### src/rtl/mesh_corner_vertex_dedup_macros.svh
// Assertion macros used by the top level of the vertex dedup RTL.
`ifndef MESH_CORNER_VERTEX_DEDUP_MACROS_SVH
`define MESH_CORNER_VERTEX_DEDUP_MACROS_SVH

`ifndef SYNTH
// Implication or plain property, sampled on the rising clock, off during reset.
`define MCVD_ASSERT_CLK(label, clk, rst_n, prop) \
	label: assert property (@(posedge clk) disable iff (!rst_n) prop) \
		else $error("mcvd assertion failed");
// Condition that must never be true.
`define MCVD_ASSERT_NEVER(label, clk, rst_n, cond) \
	label: assert property (@(posedge clk) disable iff (!rst_n) !(cond)) \
		else $error("mcvd forbidden condition seen");
`else
`define MCVD_ASSERT_CLK(label, clk, rst_n, prop)
`define MCVD_ASSERT_NEVER(label, clk, rst_n, cond)
`endif

`endif

### src/rtl/mcvd_pkg.sv
// Types and constants shared by the vertex dedup modules.
package mcvd_pkg;

	// Table size and derived widths
	localparam int MAX_VERTICES = 256;
	localparam int IDX_W        = (MAX_VERTICES > 1) ? $clog2(MAX_VERTICES) : 1;
	localparam int CNT_W        = $clog2(MAX_VERTICES + 1);

	// Field widths
	localparam int POS_W  = 16;
	localparam int TEX_W  = 16;
	localparam int KEY_W  = POS_W + TEX_W;
	localparam int NUM_W  = 8;
	localparam int DCNT_W = 9;

	// Request queue between front and back
	localparam int QUEUE_DEPTH = 2;
	localparam int QPTR_W      = $clog2(QUEUE_DEPTH);
	localparam int QCNT_W      = $clog2(QUEUE_DEPTH + 1);

	typedef struct packed {
		logic             first;
		logic [KEY_W-1:0] key;
	} corner_req_t;

	typedef struct packed {
		logic        vld;
		corner_req_t req;
	} queue_head_t;

	typedef enum logic [1:0] {
		BK_IDLE,
		BK_SCAN,
		BK_FINISH
	} back_state_t;

endpackage

### src/rtl/mcvd_front.sv
// Front end: takes corner requests, forms the pair key, queues them.
module mcvd_front import mcvd_pkg::*; (
	input  logic             clk,
	input  logic             arst_n,
	input  logic             in_valid,
	output logic             in_stall,
	input  logic             first_of_mesh,
	input  logic [POS_W-1:0] position_index,
	input  logic [TEX_W-1:0] texcoord_index,
	output queue_head_t      head,
	input  logic             pop
);

	corner_req_t       fifo_q [QUEUE_DEPTH];
	logic [QPTR_W-1:0] wr_ptr_q;
	logic [QPTR_W-1:0] rd_ptr_q;
	logic [QCNT_W-1:0] cnt_q;
	logic              push;
	logic              do_pop;
	corner_req_t       new_req;

	// Classify: the pair becomes one compare key
	always_comb begin
		new_req.first = first_of_mesh;
		new_req.key   = {position_index, texcoord_index};
	end

	assign in_stall = (cnt_q == QCNT_W'(QUEUE_DEPTH));
	assign push     = in_valid && !in_stall;
	assign do_pop   = pop && (cnt_q != '0);

	// Queue storage
	always_ff @(posedge clk) begin
		if (push) begin
			fifo_q[wr_ptr_q] <= new_req;
		end
	end

	// Queue pointers and fill
	always_ff @(posedge clk or negedge arst_n) begin
		if (!arst_n) begin
			wr_ptr_q <= '0;
			rd_ptr_q <= '0;
			cnt_q    <= '0;
		end else begin
			if (push) begin
				wr_ptr_q <= (wr_ptr_q == QPTR_W'(QUEUE_DEPTH - 1)) ? '0 : wr_ptr_q + QPTR_W'(1);
			end
			if (do_pop) begin
				rd_ptr_q <= (rd_ptr_q == QPTR_W'(QUEUE_DEPTH - 1)) ? '0 : rd_ptr_q + QPTR_W'(1);
			end
			case ({push, do_pop})
				2'b10:   cnt_q <= cnt_q + QCNT_W'(1);
				2'b01:   cnt_q <= cnt_q - QCNT_W'(1);
				default: cnt_q <= cnt_q;
			endcase
		end
	end

	assign head.vld = (cnt_q != '0);
	assign head.req = fifo_q[rd_ptr_q];

endmodule

### config.mk
export PLATFORM = sky130hd
export DESIGN_NAME = mcvd_front
export DESIGN_NICKNAME = d
export VERILOG_FILES = /design/src/rtl/mesh_corner_vertex_dedup_macros.svh /design/src/rtl/mcvd_pkg.sv /design/src/rtl/mcvd_front.sv
export SDC_FILE = /design/constraint.sdc
export NUM_CORES = 1
export LEC_CHECK = 0
export ABC_AREA = 1
export CORE_MARGIN = 5
export CORE_UTILIZATION = 40
export CTS_CLUSTER_SIZE = 20
export DETAILED_ROUTE_END_ITERATION = 10
export DONT_BUFFER_PORTS = 1
export HOLD_SLACK_MARGIN = 0.05
export SLEW_MARGIN = 0
export SYNTH_ARGS = -nofsm -noshare
export SYNTH_HDL_FRONTEND = slang
export SYNTH_SLANG_ARGS = --single-unit
### constraint.sdc
create_clock -name clk -period 2.36 [get_ports clk]
set_input_delay 0.236 -clock clk [delete_from_list [all_inputs] [get_ports clk]]
set_output_delay 0.236 -clock clk [all_outputs]
set_load 0.01 [all_outputs]
# Word-level counts from Yosys, hierarchy flattened
# Memory sizes are Yosys's and may differ from the RTL's.
# Index checks and enable logic that the tools add are counted.
[classes]
addsub = 4
eq_ne = 3
muxes = 5
reduce_logical = 5
[op_table]
columns = ["operator", "n"]
rows = [
  ["== test 2 bit, second input constant", 2],
  ["2-to-1 mux 1 bit", 4],
  ["case mux 2 bit (2 select lines)", 1],
  ["nonzero test 2 bit", 2],
  ["adder 1 bit, second input constant", 2],
  ["adder 2 x 1 -> 2 bit, second input constant", 1],
  ["== test 2 x 1 -> 1 bit, second input constant", 1],
  ["logical AND 1 bit", 2],
  ["subtractor 2 x 1 -> 2 bit, second input constant", 1],
  ["logical NOT 1 bit", 1],
]
[word_totals]
reg_bits = 4
mem_bits_rw = 66
inputBits = 37
wordCells = 21
memories = 1
[memory_table]
columns = ["name", "depth", "width", "read_ports", "rd_ports_with_merged_regs", "write_ports", "line", "source"]
rows = [
  ["fifo_q", 2, 33, 1, 0, 1, "mcvd_front.sv:14", "corner_req_t fifo_q [QUEUE_DEPTH];"],
]

# Logic depth before layout (Yosys ltp)
# Gate-level depths: netlist (run 1).
[depth]
ltp_word = 5
depth_mapped = 10
depth_no_buf = 10

# Worst setup path after synthesis (run 1)
# OpenSTA, ideal clock, no wires.
[synth_path]
path_type = "register to register"
from = "register cnt_q[1]"
to = "memory fifo_q[1][0] (netlist bit) (enable)"
setup_ps = 423
arrival_ps = 1972
path_slack_ps = -35
stages_incl_launch_ff = 4
cell_sequence = "dfrtp_1 inv_1 o21ai_2 nor2_1"
[synth_between]
elab_chain_len = 5
[synth_lines]
columns = ["element", "line", "source"]
rows = [
  ["start: declaration", "mcvd_front.sv:17", "logic [QCNT_W-1:0] cnt_q;"],
  ["start signal: assignment", "mcvd_front.sv:53", "2'b10: cnt_q <= cnt_q + QCNT_W'(1);"],
  ["start signal: assignment", "mcvd_front.sv:54", "2'b01: cnt_q <= cnt_q - QCNT_W'(1);"],
  ["start signal: assignment", "mcvd_front.sv:55", "default: cnt_q <= cnt_q;"],
  ["== test 2 bit", "mcvd_front.sv:28", "assign in_stall = (cnt_q == QCNT_W'(QUEUE_DEPTH));"],
  ["logical NOT 1 bit", "mcvd_front.sv:29", "assign push = in_valid && !in_stall;"],
  ["logical AND 1 bit", "mcvd_front.sv:29", ""],
  ["2-to-1 mux 1 bit", "mcvd_front.sv:34", "if (push) begin"],
  ["2-to-1 mux 1 bit (implied by the code)", "mcvd_front.sv:35", "fifo_q[wr_ptr_q] <= new_req;"],
  ["end: declaration", "mcvd_front.sv:14", ""],
]
# No other way between the ends.

# Worst setup path in the final report (run 1)
[layout_path]
from = "register cnt_q[1]"
to = "memory fifo_q[0][23] (netlist bit) (enable)"
[layout_between]
elab_chain_len = 5
[layout_lines]
columns = ["element", "line", "source"]
rows = [
  ["== test 2 bit", "mcvd_front.sv:28", ""],
  ["net in_stall", "mcvd_front.sv:6", "output logic in_stall,"],
  ["logical NOT 1 bit", "mcvd_front.sv:29", ""],
  ["logical AND 1 bit", "mcvd_front.sv:29", ""],
  ["2-to-1 mux 1 bit", "mcvd_front.sv:34", ""],
  ["2-to-1 mux 1 bit (implied by the code)", "mcvd_front.sv:35", ""],
]
# The timed path passes the listed nets, and every way through them passes these cells.

==> run metrics, run 1 <==
status finished, final reports clean; critical path class register to register; largest cells by area after synthesis edfxtp_1 66%, nand2_4 11%, nand2_2 6.7%; # clock sinks 70; post-DR wirelength/cell 14.0 µm; n_diodes 0; Slew Viols, Final 0; layout cells sized above 1 32.9%; die extent in y 96.6 µm; number of port buffers 0; antenna violations before repair 0; endpoints failing setup 0; All-Layer GR Usage 11.3%; final core occ 49.3%; RSZ-0062 raised after global routing false; post-synthesis sequential element count 70; Vias 1529; CP Data Required Time 2320 ps; GPL Wtd Cong 0.679; Worst Skew 4.76 ps; Gate Count Post-Synth 204; CTS H-tree depth 3; Rows 31; CTS tree done; Worst Setup Start Kind register; Critical Path Sink Type register; Initial Util 41.1%; top-count cell post-synth edfxtp_1; Placed Cells incl. Taps 298; worst-margin pin slew 728 ps; Via density 4.39; Antenna Nets Post-Route 0; clock root buffer clkbuf_8; largest net degree at the start of global routing 35; Netlist cell types 19; Post-synth EDFFs 66; vias in the first global route 1607; First-pass DRT Iterations 3; fmax 604 MHz; I/O pins 72; sequential element share of the synthesized area 69.4%; cell taking the most area after synthesis edfxtp_1; Setup Fix Bufs, Post-CTS 0; Max VDD drop 0.645 mV; final net count 284; HP Class input port to register; CP arrival 1610 ps; Pleak 0.00143 µW; Main synth FF type edfxtp_1; Hold Crit Depth 3; Tcrit/Tclk final 70.2%; WL final 4.86 mm; Sum Neg Setup Slack 0 ps; die area 9330 µm²; final non-filler cell total 348; synthesized cell area 3000 µm²; Clock Tree Buf Depth 2; DP HPWL 3.00 mm; core outline area 7290 µm²; final hold slack 77.9 ps; CP max FO 33; Synth-to-Final Area Change 19.8%; first-pass GRT wire length 7.42 mm; Tmin final 1660 ps; Slew headroom 51.4%; DR iter-0 viols 46; fillers 658; async set or reset register ratio after synthesis 5.71%; Syn Nets 242; max_cap viols 0; Reg2Reg Depth 5; CTS buffer count 9; Reg clk slew, reported paths 60 ps; Die W 96.6 µm; Power Dens Cells 1150 nW/µm²; grt ovf 0; later-pin clock latency in the skew report 330 ps; synth cell count leaders 66 x edfxtp_1, 47 x nand2_1, 32 x nand2_2; Synth top area share 66.1%; Warnings, synthesis 0; Final Hold Viols 0; Mean Syn Cell Area 14.7 µm²; Final Power 4120 µW; post-route DRC violation count 0
==> worst paths after layout <==
path,end,startpoint,slack [ps]
worst min-delay path,rd_ptr_q,pop,80
worst min register to register,cnt_q[1],cnt_q[1],470
min in group asynchronous,cnt_q[1],arst_n,180
worst max register to register,fifo_q[0][23],cnt_q[1],700
max in group asynchronous,rd_ptr_q,arst_n,2010
worst max-delay path,fifo_q[0][23],cnt_q[1],700
==> through the flow <==
| stage | worst slack, ps | cell area (µm²) |
|---|---|---|
| floorplan | 513 | 3000 |
| global placement | 744 | 3060 |
| detailed placement | 669 | 3060 |
| CTS | 651 | 3590 |
| global route | 589 | 3590 |
| finish | 704 | 3590 |
==> area by class of cell <==
cell class                 instances  area (µm²)  area share (%)
clock buffer                      11         131            3.66
clock inverter                     3        37.5            1.04
timing repair buffer              38         388            10.8
sequential                        70        2080            58.0
inverter                           9        41.3            1.15
tap                               99         124            3.45
multi-input combinational        118         788            21.9
==> critical path, stage by stage (launching register included) <==
cell	delay (ps)
dfrtp_1	370
inv_1	140
nor2_2	90
inv_2	60
nand3_2	60
inv_2	540
==> per-layer routing <==
layer  up-vias  part of all wire [%]  track usage (%)
li1        762                     -                -
met1       719                    37             10.0
met2        44                    55             20.5
met3         4                   7.0             5.03
met4         0                   1.1             7.01
met5         -                     0                0
==> state kept, by name, indices dropped and copies added, names as in the netlist <==
register	flops
rd_ptr_q	1
wr_ptr_q	1
fifo_q	66
cnt_q	2
==> cells by family after synthesis <==
logic type | synth area share [%]
XOR/XNOR | 0.292
flip-flops | 69.4
AO/OA/AOI/OAI | 0.292
adder cells (fa/ha/maj) | 0.417
AND/OR/NAND/NOR | 25.0
buffers and inverters | 4.51
==> timing repair <==
item                      CTS  global route
hold endpoints to repair   72             0
gates resized for setup     0             0
hold buffers               36             0
==> cells in the final DEF, fill, tap and decap left out, drive strengths merged <==
master,Yosys,final
nand2,109,109
edfxtp,66,66
dlygate4sd3,0,36
clkbuf,0,11
inv,9,9
dfrtp,4,4
nand3,3,3
clkinv,0,2
nor2,2,2
buf,7,2
o21ai,1,1
xnor2,1,1
nand4,1,1
ha,1,1
bufinv,0,1
==> where the power goes <==
part	switching, µW	internal (µW)	leakage, µW
clock network	382	470	0.0000843
logic	1010	415	0.000680
registers	139	1710	0.000662
total	1530	2590	0.00143
Note: power is estimated with default switching activity, not from simulation.
==> inputs of run 2 (changes only) <==
==> constraint.sdc (replaced) <==
create_clock -name clk -period 1.65 [get_ports clk]
set_input_delay 0.165 -clock clk [delete_from_list [all_inputs] [get_ports clk]]
set_output_delay 0.165 -clock clk [all_outputs]
set_load 0.01 [all_outputs]
==> run metrics, run 2 (synthesis results as in run 1) <==
NetSw 2220 µW; die area 9330 µm²; max_cap viols 0; Die W 96.6 µm; CTS H-tree depth 3; CTS buffer count 9; die extent in y 96.6 µm; Slew Viols, Final 0; max reg flops 66; largest net degree at the start of global routing 35; Clk network pwr share 18.0%; grt ovf 0; CP Data Required Time 1480 ps; final net count 288; # clock sinks 70; endpoints failing setup 0; Worst Skew 6.98 ps; Max VDD drop 0.765 mV; DR iter-0 viols 34; Tmin final 1500 ps; post-DR wirelength/cell 13.9 µm; Final Instance Area 3600 µm²; FF+latch area 2080 µm²; Pleak 0.00144 µW; CP arrival 1340 ps; post-route DRC violation count 0; Biggest register fifo_q; placed cell areas 3090 µm²; fmax 666 MHz; register share of total power 45.7%; DP HPWL 3.22 mm; Via density 4.40; vias in the first global route 1496; crit path from rd_ptr_q; GPL Wtd Cong 0.692; layout cells sized above 1 34.9%; WL final 4.88 mm; status finished, final reports clean; critical path class register to primary output; CP max FO 34; All-Layer GR Usage 11.0%; commonest non-fill, non-tap cells in the layout 66 x edfxtp_1, 47 x nand2_1, 36 x dlygate4sd3_1, 32 x nand2_2, 30 x nand2_4; RSZ-0062 raised after global routing false; Initial Util 41.1%; Sum Neg Setup Slack 0 ps; Combinational Power Share 36.3%; Critical Path Sink Type primary output; Antenna Nets Post-Route 0; fillers 646; R2R Path Start cnt_q[1]; later-pin clock latency in the skew report 330 ps; number of port buffers 0; Tcrit/Tclk final 90.9%; switching part of the total 38.2%; Slew headroom 76.4%; worst-margin pin slew 353 ps; Rows 31; first-pass GRT wire length 7.25 mm; Vias 1546; Final Power 5810 µW; internal power 3590 µW; Power Dens Cells 1610 nW/µm²; multi-input logic area 788 µm²; Synth-to-Final Area Change 20.1%; worst slack, placed 207 ps; Worst Setup Start Kind register; CTS tree done; core outline area 7290 µm²; clock root buffer clkbuf_8; antenna violations before repair 0; commonest non-fill, non-tap cell in the layout edfxtp_1; biggest regs fifo_q: 66 flops, cnt_q: 2 flops; I/O pins 72; First-pass DRT Iterations 3; min setup slack post-route 149 ps; HP Class input port to asynchronous set/reset pin; Clock Tree Buf Depth 2; Reg clk slew, reported paths 60 ps; Final Hold Viols 0; n_diodes 0
[run 2: final cells by class]
| class | count | share of cell area, % |
|---|---|---|
| Clock inverter | 4 | 0.486 |
| Timing Repair Buffer | 42 | 11.6 |
| Multi-Input combinational cell | 118 | 21.9 |
| Inverter | 9 | 1.29 |
| Tap cell | 99 | 3.44 |
| Clock buffer | 9 | 3.44 |
| Sequential cell | 70 | 57.9 |
[run 2: power by group through the flow]
| stage | Clock, µW | Combinational (µW) | Sequential, µW |
|---|---|---|---|
| 2_1_floorplan | 0 | 1880 | 2640 |
| 3_3_place_gp | 0 | 2060 | 2670 |
| 3_5_place_dp | 0 | 2100 | 2690 |
| 4_1_cts | 1090 | 2180 | 2650 |
| 5_1_grt | 1170 | 2320 | 2690 |
| 6_report | 1050 | 2110 | 2650 |
[run 2: through the flow]
stage               std cells  hold WS [ps]  util (%)
global route              351          95.3      49.4
CTS                       351          96.6      49.4
finish                    351           111      49.4
floorplan                 204          -131         -
global placement          302          -130      42.4
detailed placement        302          -130      42.4
[run 2: timing repair]
| item | in CTS | in global routing |
|---|---|---|
| hold buffers | 36 | 0 |
| hold endpoints to repair | 72 | 0 |
| buffers inserted | 0 | 0 |
| pin swaps | 0 | 0 |
| endpoints found under the setup margin | 1 | 7 |
| gates resized for setup | 1 | 1 |
[run 2: critical path: stages (launching register included)]
cell and delay, ps:
dfrtp_2 480, inv_12 300, nand2_1 90, nand2_1 140
[run 2: final timing paths]
check	endpoint	slack [ps]	cells after the start
worst min-delay path	cnt_q[0]	110	1
max in group asynchronous	rd_ptr_q	1350	1
worst min register to register	cnt_q[1]	480	2
min in group clk	cnt_q[1]	480	2
worst max-delay path	head[11]	150	3
worst max register to register	cnt_q[1]	200	9
[run 2: routing by layer]
layer | part of all wire [%] | vias to the layer above | track usage (%)
met4 | 1.4 | 0 | 6.31
met3 | 7.5 | 10 | 5.03
met1 | 39 | 720 | 11.1
li1 | - | 766 | -
met2 | 52 | 50 | 18.6
met5 | 0 | - | 0
